<file path="config.mk">
export PLATFORM = sky130hd
export DESIGN_NAME = lbts_time_barrier_top
export DESIGN_NICKNAME = d
export VERILOG_FILES = /design/src/rtl/lbts_pkg.sv /design/src/rtl/lbts_time_barrier_top.sv /design/src/rtl/lbts_ram.sv /design/src/rtl/lbts_alu.sv
export VERILOG_INCLUDE_DIRS = /design/src /design/src/rtl
export SDC_FILE = /design/constraint.sdc
export NUM_CORES = 2
export LEC_CHECK = 0
export ABC_AREA = 0
export BUFFER_PORTS_ARGS = -buffer_cell sky130_fd_sc_hd__buf_4
export CAP_MARGIN = 10
export CORE_ASPECT_RATIO = 1.1
export CORE_UTILIZATION = 40
export DETAILED_ROUTE_END_ITERATION = 12
export PLACE_DENSITY = 0.63
export SLEW_MARGIN = 20
export SYNTH_ARGS = -nofsm -noshare
export SYNTH_HDL_FRONTEND = slang
export SYNTH_SLANG_ARGS = --single-unit
</file>
<file path="constraint.sdc">
create_clock -name clk -period 13.3 [get_ports clk]
set_input_delay 1.33 -clock clk [delete_from_list [all_inputs] [get_ports clk]]
set_output_delay 1.33 -clock clk [all_outputs]
set_load 0.05 [all_outputs]
</file>
<file path="src/rtl/lbts_time_barrier_top_defines.svh">
// Assertion macros for the LBTS time barrier block.
`ifndef LBTS_TIME_BARRIER_TOP_DEFINES_SVH
`define LBTS_TIME_BARRIER_TOP_DEFINES_SVH

// Same-cycle implication, checked out of reset.
`define LBTS_ASSERT_NOW(lbl, ante, cons) \
    lbl: assert property (@(posedge clk) disable iff (!rst_n) (ante) |-> (cons)) \
        else $error("lbts assertion failed");

// Next-cycle implication, checked out of reset.
`define LBTS_ASSERT_NEXT(lbl, ante, cons) \
    lbl: assert property (@(posedge clk) disable iff (!rst_n) (ante) |=> (cons)) \
        else $error("lbts assertion failed");

`endif

</file>
<file path="src/rtl/lbts_pkg.sv">
// Package: types and constants shared by the LBTS time barrier modules.
`timescale 1ns / 1ps
package lbts_pkg;

    localparam int TIME_W = 64;
    localparam int CNT_W  = 5;
    localparam int PART_W = 4;
    localparam int CFG_W  = 5;

    typedef enum logic [1:0] {
        CMD_REQUEST = 2'd0,
        CMD_LEAVE   = 2'd1,
        CMD_ADVANCE = 2'd2,
        CMD_QUERY   = 2'd3
    } cmd_t;

    localparam logic REG_TOTAL = 1'b0;
    localparam logic REG_OWN   = 1'b1;

    typedef struct packed {
        logic              lt;
        logic [TIME_W-1:0] sum;
    } alu_res_t;

endpackage

</file>
<file path="src/rtl/lbts_time_barrier_top.sv">
// Top level: LBTS time barrier with slot table, sequencer and shared compare unit.
`timescale 1ns / 1ps
//  channel   dir  signals                      content
//  s_axis    in   s_tvalid s_tready s_tdata    cmd, participant, time_value
//  m_axis    out  m_tvalid m_tready m_tdata    lbts, time_granted, counts
//  cfg       in   cfg_we cfg_index cfg_data    total_participants, own_slot
//
//  Query goes straight to the grant step. Other commands run read, update, a scan
//  of min(MAX_PARTICIPANTS,16) slots through the single RAM read port and the one
//  comparator, then bound and grant. Reset clears valid marks, sets LBTS to -1.
//  A result waits in the output register; the next word is taken meanwhile,
//  and the sequencer holds in its last step only while that register is full.
`include "lbts_time_barrier_top_defines.svh"
module lbts_time_barrier_top
    import lbts_pkg::*;
#(
    parameter int MAX_PARTICIPANTS = 16
) (
    input  logic        clk,
    input  logic        rst_n,
    input  logic        s_tvalid,
    output logic        s_tready,
    input  logic [71:0] s_tdata,   // cmd[1:0], participant[5:2], time_value[69:6]
    output logic        m_tvalid,
    input  logic        m_tready,
    output logic [79:0] m_tdata,   // lbts[63:0], time_granted[64],
                                   // reported_count[69:65], active_count[74:70]
    input  logic        cfg_we,
    input  logic        cfg_index,
    input  logic [CFG_W-1:0] cfg_data
);

    localparam int SLOTS = (MAX_PARTICIPANTS < 16) ? MAX_PARTICIPANTS : 16;
    localparam int IW    = $clog2(SLOTS);

    typedef enum logic [2:0] {
        S_IDLE,
        S_READ,
        S_UPDATE,
        S_SCAN,
        S_BOUND,
        S_GRANT
    } state_t;

    state_t            state_reg;
    cmd_t              cmd_reg;
    logic [PART_W-1:0] part_reg;
    logic [TIME_W-1:0] tv_reg;
    logic [PART_W-1:0] own_reg;
    logic [CNT_W-1:0]  left_reg;
    logic [TIME_W-1:0] bound_reg;
    logic [SLOTS-1:0]  valid_reg;
    logic [TIME_W-1:0] min_reg;
    logic              found_reg;
    logic [IW:0]       cnt_reg;
    logic [IW-1:0]     rd_idx_reg;
    logic              rd_pend_reg;
    logic              out_valid_reg;
    logic [TIME_W-1:0] out_lbts_reg;
    logic              out_grant_reg;
    logic [CNT_W-1:0]  out_rep_reg;
    logic [CNT_W-1:0]  out_act_reg;

    logic [PART_W-1:0] slot_sel;
    logic [IW-1:0]     slot_idx;
    logic              slot_in_rng;
    logic [CNT_W-1:0]  rep_count;
    logic              in_accept;
    logic              out_load;
    logic              upd_store;
    logic              scan_take;

    logic              ram_we;
    logic [IW-1:0]     ram_raddr;
    logic [TIME_W-1:0] ram_wdata;
    logic [TIME_W-1:0] ram_rdata;
    logic [TIME_W-1:0] alu_a;
    logic [TIME_W-1:0] alu_b;
    alu_res_t          alu_res;

    assign s_tready  = (state_reg == S_IDLE);
    assign in_accept = s_tvalid && s_tready;
    assign m_tvalid  = out_valid_reg;
    assign m_tdata   = {5'd0, out_act_reg, out_rep_reg, out_grant_reg, out_lbts_reg};

    assign slot_sel    = (cmd_reg == CMD_ADVANCE) ? own_reg : part_reg;
    assign slot_idx    = slot_sel[IW-1:0];
    assign slot_in_rng = 32'(slot_sel) < MAX_PARTICIPANTS;
    assign rep_count   = CNT_W'($countones(valid_reg));
    assign out_load    = (state_reg == S_GRANT) && (!out_valid_reg || m_tready);

    always_comb
    begin
        alu_a = bound_reg;
        alu_b = tv_reg;
        case (state_reg)
            S_UPDATE:
            begin
                alu_a = (cmd_reg == CMD_ADVANCE) ? bound_reg : ram_rdata;
                alu_b = tv_reg;
            end
            S_SCAN:
            begin
                alu_a = ram_rdata;
                alu_b = min_reg;
            end
            S_BOUND:
            begin
                alu_a = bound_reg;
                alu_b = min_reg;
            end
            default:
            begin
                alu_a = bound_reg;
                alu_b = tv_reg;
            end
        endcase
    end

    assign upd_store = slot_in_rng &&
                       ((cmd_reg == CMD_ADVANCE) ||
                        ((cmd_reg == CMD_REQUEST) && (!valid_reg[slot_idx] || alu_res.lt)));
    assign ram_we    = (state_reg == S_UPDATE) && upd_store;
    assign ram_wdata = (cmd_reg == CMD_ADVANCE) ? alu_res.sum : tv_reg;
    assign ram_raddr = (state_reg == S_SCAN) ? cnt_reg[IW-1:0] : slot_idx;
    assign scan_take = rd_pend_reg && valid_reg[rd_idx_reg] && (!found_reg || alu_res.lt);

    lbts_alu u_alu (
        .a   (alu_a),
        .b   (alu_b),
        .res (alu_res)
    );

    lbts_ram #(
        .WIDTH (TIME_W),
        .DEPTH (SLOTS)
    ) u_slot_ram (
        .clk   (clk),
        .we    (ram_we),
        .waddr (slot_idx),
        .wdata (ram_wdata),
        .raddr (ram_raddr),
        .rdata (ram_rdata)
    );

    always_ff @(posedge clk or negedge rst_n)
    begin
        if (!rst_n)
        begin
            state_reg     <= S_IDLE;
            cmd_reg       <= CMD_QUERY;
            own_reg       <= '0;
            left_reg      <= '0;
            bound_reg     <= '1;
            valid_reg     <= '0;
            found_reg     <= 1'b0;
            cnt_reg       <= '0;
            rd_idx_reg    <= '0;
            rd_pend_reg   <= 1'b0;
            out_valid_reg <= 1'b0;
        end
        else
        begin
            if (cfg_we)
            begin
                if (cfg_index == REG_TOTAL)
                begin
                    left_reg <= cfg_data;
                end
                else
                begin
                    own_reg <= cfg_data[PART_W-1:0];
                end
            end

            if (out_load)
            begin
                out_valid_reg <= 1'b1;
            end
            else if (out_valid_reg && m_tready)
            begin
                out_valid_reg <= 1'b0;
            end

            case (state_reg)
                S_IDLE:
                begin
                    if (in_accept)
                    begin
                        cmd_reg   <= cmd_t'(s_tdata[1:0]);
                        state_reg <= (cmd_t'(s_tdata[1:0]) == CMD_QUERY) ? S_GRANT : S_READ;
                    end
                end
                S_READ:
                begin
                    state_reg <= S_UPDATE;
                end
                S_UPDATE:
                begin
                    if (cmd_reg == CMD_LEAVE)
                    begin
                        if (left_reg != '0)
                        begin
                            left_reg <= left_reg - CNT_W'(1);
                        end
                        if (slot_in_rng)
                        begin
                            valid_reg[slot_idx] <= 1'b0;
                        end
                    end
                    else if (upd_store)
                    begin
                        valid_reg[slot_idx] <= 1'b1;
                    end
                    found_reg   <= 1'b0;
                    cnt_reg     <= '0;
                    rd_pend_reg <= 1'b0;
                    state_reg   <= S_SCAN;
                end
                S_SCAN:
                begin
                    if (scan_take)
                    begin
                        found_reg <= 1'b1;
                    end
                    rd_pend_reg <= (cnt_reg < (IW+1)'(SLOTS));
                    rd_idx_reg  <= cnt_reg[IW-1:0];
                    cnt_reg     <= cnt_reg + (IW+1)'(1);
                    if (cnt_reg == (IW+1)'(SLOTS))
                    begin
                        state_reg <= S_BOUND;
                    end
                end
                S_BOUND:
                begin
                    if (found_reg && alu_res.lt && (rep_count == left_reg))
                    begin
                        bound_reg <= min_reg;
                    end
                    state_reg <= S_GRANT;
                end
                S_GRANT:
                begin
                    if (out_load)
                    begin
                        state_reg <= S_IDLE;
                    end
                end
                default:
                begin
                    state_reg <= S_IDLE;
                end
            endcase
        end
    end

    // payload registers
    always_ff @(posedge clk)
    begin
        if (in_accept)
        begin
            part_reg <= s_tdata[5:2];
            tv_reg   <= s_tdata[69:6];
        end
        else if ((state_reg == S_UPDATE) && (cmd_reg == CMD_ADVANCE))
        begin
            tv_reg <= alu_res.sum;
        end
        if ((state_reg == S_SCAN) && scan_take)
        begin
            min_reg <= ram_rdata;
        end
        if (out_load)
        begin
            out_lbts_reg  <= bound_reg;
            out_grant_reg <= (cmd_reg != CMD_LEAVE) && !alu_res.lt;
            out_rep_reg   <= rep_count;
            out_act_reg   <= left_reg;
        end
    end

    `LBTS_ASSERT_NEXT(a_work_leaves_idle,
        in_accept && (s_tdata[1:0] != CMD_QUERY), state_reg == S_READ)
    `LBTS_ASSERT_NEXT(a_bound_monotonic, 1'b1,
        $signed(bound_reg) >= $signed($past(bound_reg)))
    `LBTS_ASSERT_NEXT(a_left_only_on_leave,
        !cfg_we && !((state_reg == S_UPDATE) && (cmd_reg == CMD_LEAVE)), $stable(left_reg))
    `LBTS_ASSERT_NOW(a_count_in_range, 1'b1, rep_count <= CNT_W'(SLOTS))

endmodule

</file>
<file path="src/rtl/lbts_ram.sv">
// Generic single-write, single-read RAM with registered read data.
`timescale 1ns / 1ps
module lbts_ram #(
    parameter int WIDTH = 64,
    parameter int DEPTH = 16
) (
    input  logic                     clk,
    input  logic                     we,
    input  logic [$clog2(DEPTH)-1:0] waddr,
    input  logic [WIDTH-1:0]         wdata,
    input  logic [$clog2(DEPTH)-1:0] raddr,
    output logic [WIDTH-1:0]         rdata
);

    logic [WIDTH-1:0] mem [DEPTH];

    always_ff @(posedge clk)
    begin
        if (we)
        begin
            mem[waddr] <= wdata;
        end
        rdata <= mem[raddr];
    end

endmodule

</file>
<file path="src/rtl/lbts_alu.sv">
// Shared unit: signed less-than compare and saturating signed add.
`timescale 1ns / 1ps
module lbts_alu
    import lbts_pkg::*;
(
    input  logic [TIME_W-1:0] a,
    input  logic [TIME_W-1:0] b,
    output alu_res_t          res
);

    logic [TIME_W-1:0] raw_sum;
    logic              ovf;

    assign raw_sum = a + b;
    assign ovf     = (a[TIME_W-1] == b[TIME_W-1]) && (raw_sum[TIME_W-1] != a[TIME_W-1]);

    assign res.lt  = $signed(a) < $signed(b);
    assign res.sum = !ovf ? raw_sum :
                     a[TIME_W-1] ? {1'b1, {(TIME_W-1){1'b0}}} : {1'b0, {(TIME_W-1){1'b1}}};

endmodule

</file>
# After elaboration in Yosys (flattened, before gate mapping)
# Memory sizes are Yosys's and may differ from the RTL's. A register that Yosys moved wholly into a read port is not among the register bits.
# Cells that the tools add are included.
# Widths: inputs -> output; s select.
[word_totals] register_bits=313 ramBits=1024 output_inout_bits=82 n_memories=1
[memory_table] name="u_slot_ram.mem" depth=16 width=64 read_ports=1 rd_clocked_by_memory_dff=1 write_ports=1 line="lbts_ram.sv:15" text="logic [WIDTH-1:0] mem [DEPTH];"
[classes] n_addsub=18 order_cmp=5 n_eq_ne=17 n_mux=36 bitwise=3 reduce_logical=36
[ops] cell="$mux 64" n=7
[ops] cell="$pmux 64 s2" n=1
[ops] cell="$add 64x64->64" n=1
[ops] cell="$lt 64x64->1" n=1
[ops] cell="$mux 16" n=2
[ops] cell="$mux 5" n=5
[ops] cell="$pmux 3 s6" n=1
[ops] cell="$add 1x1->2" n=8
[ops] cell="$and 16x16->16" n=1
[ops] cell="$not 16->16" n=1
[ops] cell="$or 16x16->16" n=1
[ops] cell="$logic_and 1x1->1" n=14
[ops] cell="$add 2x2->3" n=4
[ops] cell="$mux 3" n=4
[ops] cell="$lt 4x5->1 const B" n=2
[ops] cell="$pmux 5 s2" n=1
[ops] cell="$reduce_and 2->1" n=5
[ops] cell="$add 3x3->4" n=2
[ops] cell="$bmux 1 s4" n=2
[ops] cell="$mux 1" n=8
[ops] cell="$mux 4" n=2
[ops] cell="$reduce_bool 2->1" n=4
[ops] cell="$eq 3x2->1 const B" n=2
[ops] cell="$eq 3x3->1 const B" n=2
[ops] cell="other kinds (23)" n=34

# Logic depth before layout (Yosys ltp)
[depth] word_depth=11 ltp_mapped=19 mapped_depth_nobuf=16

# By module
# From an unflattened synthesis, not the netlist that was laid out.
[unflattened] hier_cells=3516 hier_area_um2=60740.8
[by_module_without_submodules] module="lbts_ram" n_inst=1 cells_each=1647 area_each_um2=39583.0 seq_area_each_um2=32030.7
[by_module_without_submodules] module="lbts_time_barrier_top" n_inst=1 cells_each=940 area_each_um2=15065.7 seq_area_each_um2=8951.1
[by_module_without_submodules] module="lbts_alu" n_inst=1 cells_each=929 area_each_um2=6092.1 seq_area_each_um2=0.0

# Worst setup path before layout
# No wires, ideal clock.
[synth_path] kind="reg2reg" from="reg state_reg[2]" to="mem u_slot_ram.mem[3][0] (enable)" arrival_time_ns=10.162 setup_slack_ns=2.493 path_stages_with_launch=17 n_path_buf=3 period_less_slack_ns=10.807 cell_sequence="dfrtp_1 -> clkbuf_1 -> nand2b_1 -> nor2_1 -> nor2_1 -> clkbuf_1 -> mux2_2 -> ha_1 -> buf_2 -> or4_1 -> nor2_1 -> a221oi_1 -> a2111oi_0 -> o21ai_1 -> nand4_1 -> a21oi_1 -> nor4_1"
[synth_via] elab_chain_len=10 elab_cells_between_ends=13 classes_between="order compare: 1; eq/ne: 3; mux: 4; reduce/logical: 5"
[synth_lines] element="start, declared" line="lbts_time_barrier_top.sv:45" text="state_t state_reg;"
[synth_lines] element="start signal, assigned" line="lbts_time_barrier_top.sv:191" text="state_reg <= (cmd_t'(s_tdata[1:0]) == CMD_QUERY) ? S_GRANT : S_READ;"
[synth_lines] element="$eq 3x2->1 or $eq 3x3->1 (tied branches)" line="lbts_time_barrier_top.sv:96" text="case (state_reg)"
[synth_lines] element="$reduce_or 2->1 (no line)"
[synth_lines] element="$mux 64" line="lbts_time_barrier_top.sv:96"
[synth_lines] element="$lt 64x64->1" line="lbts_alu.sv:17" text="assign res.lt = $signed(a) < $signed(b);"
[synth_lines] element="$logic_or 1x1->1" line="lbts_time_barrier_top.sv:122" text="((cmd_reg == CMD_REQUEST) && (!valid_reg[slot_idx] || alu_res.lt)));"
[synth_lines] element="$logic_and 1x1->1" line="lbts_time_barrier_top.sv:122"
[synth_lines] element="$logic_or 1x1->1" line="lbts_time_barrier_top.sv:121" text="((cmd_reg == CMD_ADVANCE) ||"
[synth_lines] element="$logic_and 1x1->1 *" line="lbts_time_barrier_top.sv:123" text="assign ram_we = (state_reg == S_UPDATE) && upd_store;"
[synth_lines] element="$mux 1 *" line="lbts_ram.sv:19" text="if (we)"
[synth_lines] element="$mux 1 (implied by the code) *" line="lbts_ram.sv:21" text="mem[waddr] <= wdata;"
[synth_lines] element="end, declared" line="lbts_ram.sv:15"
# Mark *: on every way between the ends. The rest lies on a longest branch, timed or not.

# Final worst setup path
[layout_path] from="reg state_reg[0]" to="mem u_slot_ram.mem[6][46] (enable)"
# The elaborated chain is that of the path after synthesis.

==> impl_results.md <==
* Status: completed
* Commonest non-fill, non-tap cell in the layout: edfxtp_1
* Yosys cell types at 80
* WL/cell at about 26 um
* Max cap viols at 0
* Share of cells above drive strength 1 at a little over a quarter
* Critical path capture point type: flop
* Req. time, crit path at 13.71 ns
* Avg Cell Area, Syn at about 16 sq um
* Reg area at 40980 sq um
* Overflow after GRT at 0
* Initial antenna violation count at 6
* CTS tree: built
* Nets at about 4.1k
* # diodes at 0
* Slew at the pin with the worst max-slew slack at between 1 and 1.5 ns
* DR iter-0 viols at 3371
* Most frequent cells in the layout: 1231 x edfxtp_1, 260 x mux4_2, 222 x buf_4
* DRC violations left at 0
* # H-tree levels at 4
* Mapped cell area at 61100 sq um
* Core area at 151800 sq um
* Post-CTS Repair Setup Buffers at 0
* Total global routing track utilization at 20.28%
* Main synth FF type: edfxtp_1
* Routed Antenna Nets at 0
* Data arrival time of the worst path at 8.76 ns
* Top reg by flops: u_slot_ram.mem
* Via count at 34.72k
* Initial Util at between 40% and 50%
* Post-DP HPWL at 94240 um
* Filler Cell Count at 12.93k
* Final wirelength at 157400 um
* Yosys warns at 0
* Rows at 150
* Sequential share of the synthesized area at 67.08%
* Total die area at 154300 sq um
* Clock-pin slew on the worst setup and hold paths at 0.06 ns
* GP Congestion at a little over 0.9
* Maximum clock rate at 119.7 MHz
* Finished Core Util at 45.86%
* IO buf count at 157
* Syn Inst Count at 3763
* Register bit count reported by yosys at roughly 1.4k
* Crit path kind: reg2reg
* Die Height at 411.9 um
* Clk Latency, worst-skew pair at 0.81 ns
* Resize count post-CTS at 0
* Clock Skews at 0.03052 ns
* DR pass1 iterations at 7
* Final hold violation count at 0
* Post-synth EDFFs at 1231
* DR vias/cell at 5.776
* Area growth from synthesis to layout at 13.98%
* Final Cycle Share at between 60% and 70%
* Crit-path max FO at between 40 and 50
* Min-delay worst type: reg2reg
* Startpoint Class: flop
* Hold buffers post-CTS at 0
* Multi-input logic area at between 15000 and 20000 sq um
* Post-synth ARST share at 7.566%
* Total CTS buffers at 144
* RSZ-0062 raised after global routing: no
* Setup TNS Final at 0 ns
* First-pass GRT wire length at between 200000 and 250000 um
* # setup viols final at 0
* CTS root buf: clkbuf_16
* Max reg flops at 1024
* CTS sink cnt at 1401
* Number of global-route vias before repair at 34.50k
* Tmin final at between 8 and 9 ns
* Rel. slew slack at 22.95%
* # IOs at 165
* Largest net degree at the start of global routing at 136
* Longest Clk Path Bufs at 3
* Final max-slew violation count at 0
* Die Span X at 374.6 um
## final timing paths
path | cells after the start | to | slack (ns) | from
min reg2reg | 0 | min_reg[27] | 0.43 | u_slot_ram.rdata[27]
max | 17 | u_slot_ram.mem[6][46] | 4.95 | state_reg[0]
max in group asynchronous | 2 | cnt_reg[4] | 11.50 | rst_n
min in group asynchronous | 1 | state_reg[1] | 0.50 | rst_n
min | 0 | min_reg[27] | 0.43 | u_slot_ram.rdata[27]
max reg2reg | 17 | u_slot_ram.mem[6][46] | 4.95 | state_reg[0]
## critical path: stages (launching register included)
cell and delay, ns:
dfrtp_1 0.52, inv_1 0.28, nor2_1 0.18, nor2_4 0.82, buf_4 0.76, mux2_2 0.43, ha_1 0.46, nor4b_1 0.62
nand4_1 0.36, nor3_1 0.50, nand4_1 0.25, a21oi_1 0.28, o21ai_1 0.27, nand4_1 0.28, a21oi_1 0.21, nor4_2 0.36
buf_4 0.40, buf_4 0.87
## final cells by class
type | instances | share of cell area, %
clock buffer | 195 | 5.608
clock inverter | 72 | 1.256
inverter | 128 | 0.6899
multi-input combinational | 2006 | 27.46
sequential | 1401 | 58.85
tap | 1976 | 3.550
timing repair buffer | 232 | 2.585
## kinds of logic after synthesis
logic type	Yosys count	synth area share (%)
flip-flops	1401	67.08
AO/OA/AOI/OAI	705	7.291
AND/OR/NAND/NOR	571	4.458
multiplexers	528	14.75
buffers and inverters	360	2.562
adder cells (fa/ha/maj)	146	3.125
XOR/XNOR	51	0.7311
other	1	0.006138
## routing by layer
layer  vias up  share of wire, %  global-route usage (%)
met5         -            0.0076                       0
met4         2               2.4                   5.688
met3       233               6.8                   3.678
met2      1226                47                   31.93
met1     18142                44                   28.84
li1      15113                 -                       -
## cells in the mapped netlist (81+ instances only)
master       n  area (sq um)
mux4_2     260          5856
nor2b_1     81         506.7
clkbuf_1   144         540.5
a21oi_1    186         930.9
nor2_1     179         671.9
nand2_1    143         536.8
mux2_2     138          1554
edfxtp_1  1231         36970
a31oi_1    120         750.7
o21ai_0    113         565.5
inv_1      128         480.5
ha_1       135          1689
## stage by stage
step | area [sq um] | std cells | worst slack (ns) | hold slack [ns]
final | 69640 | 6010 | 4.946 | 0.4259
after global placement | 64470 | 5739 | 5.143 | 0.4082
after detailed placement | 64500 | 5739 | 5.126 | 0.4150
after floorplan | 61110 | 3767 | 2.493 | 0.4044
after CTS | 69280 | 6006 | 5.060 | 0.4287
after global routing | 69640 | 6010 | 4.692 | 0.4399
Power is left out: the tool's default activity adds up to more than one toggle a clock period on the data nets, which glitch-free logic cannot reach.
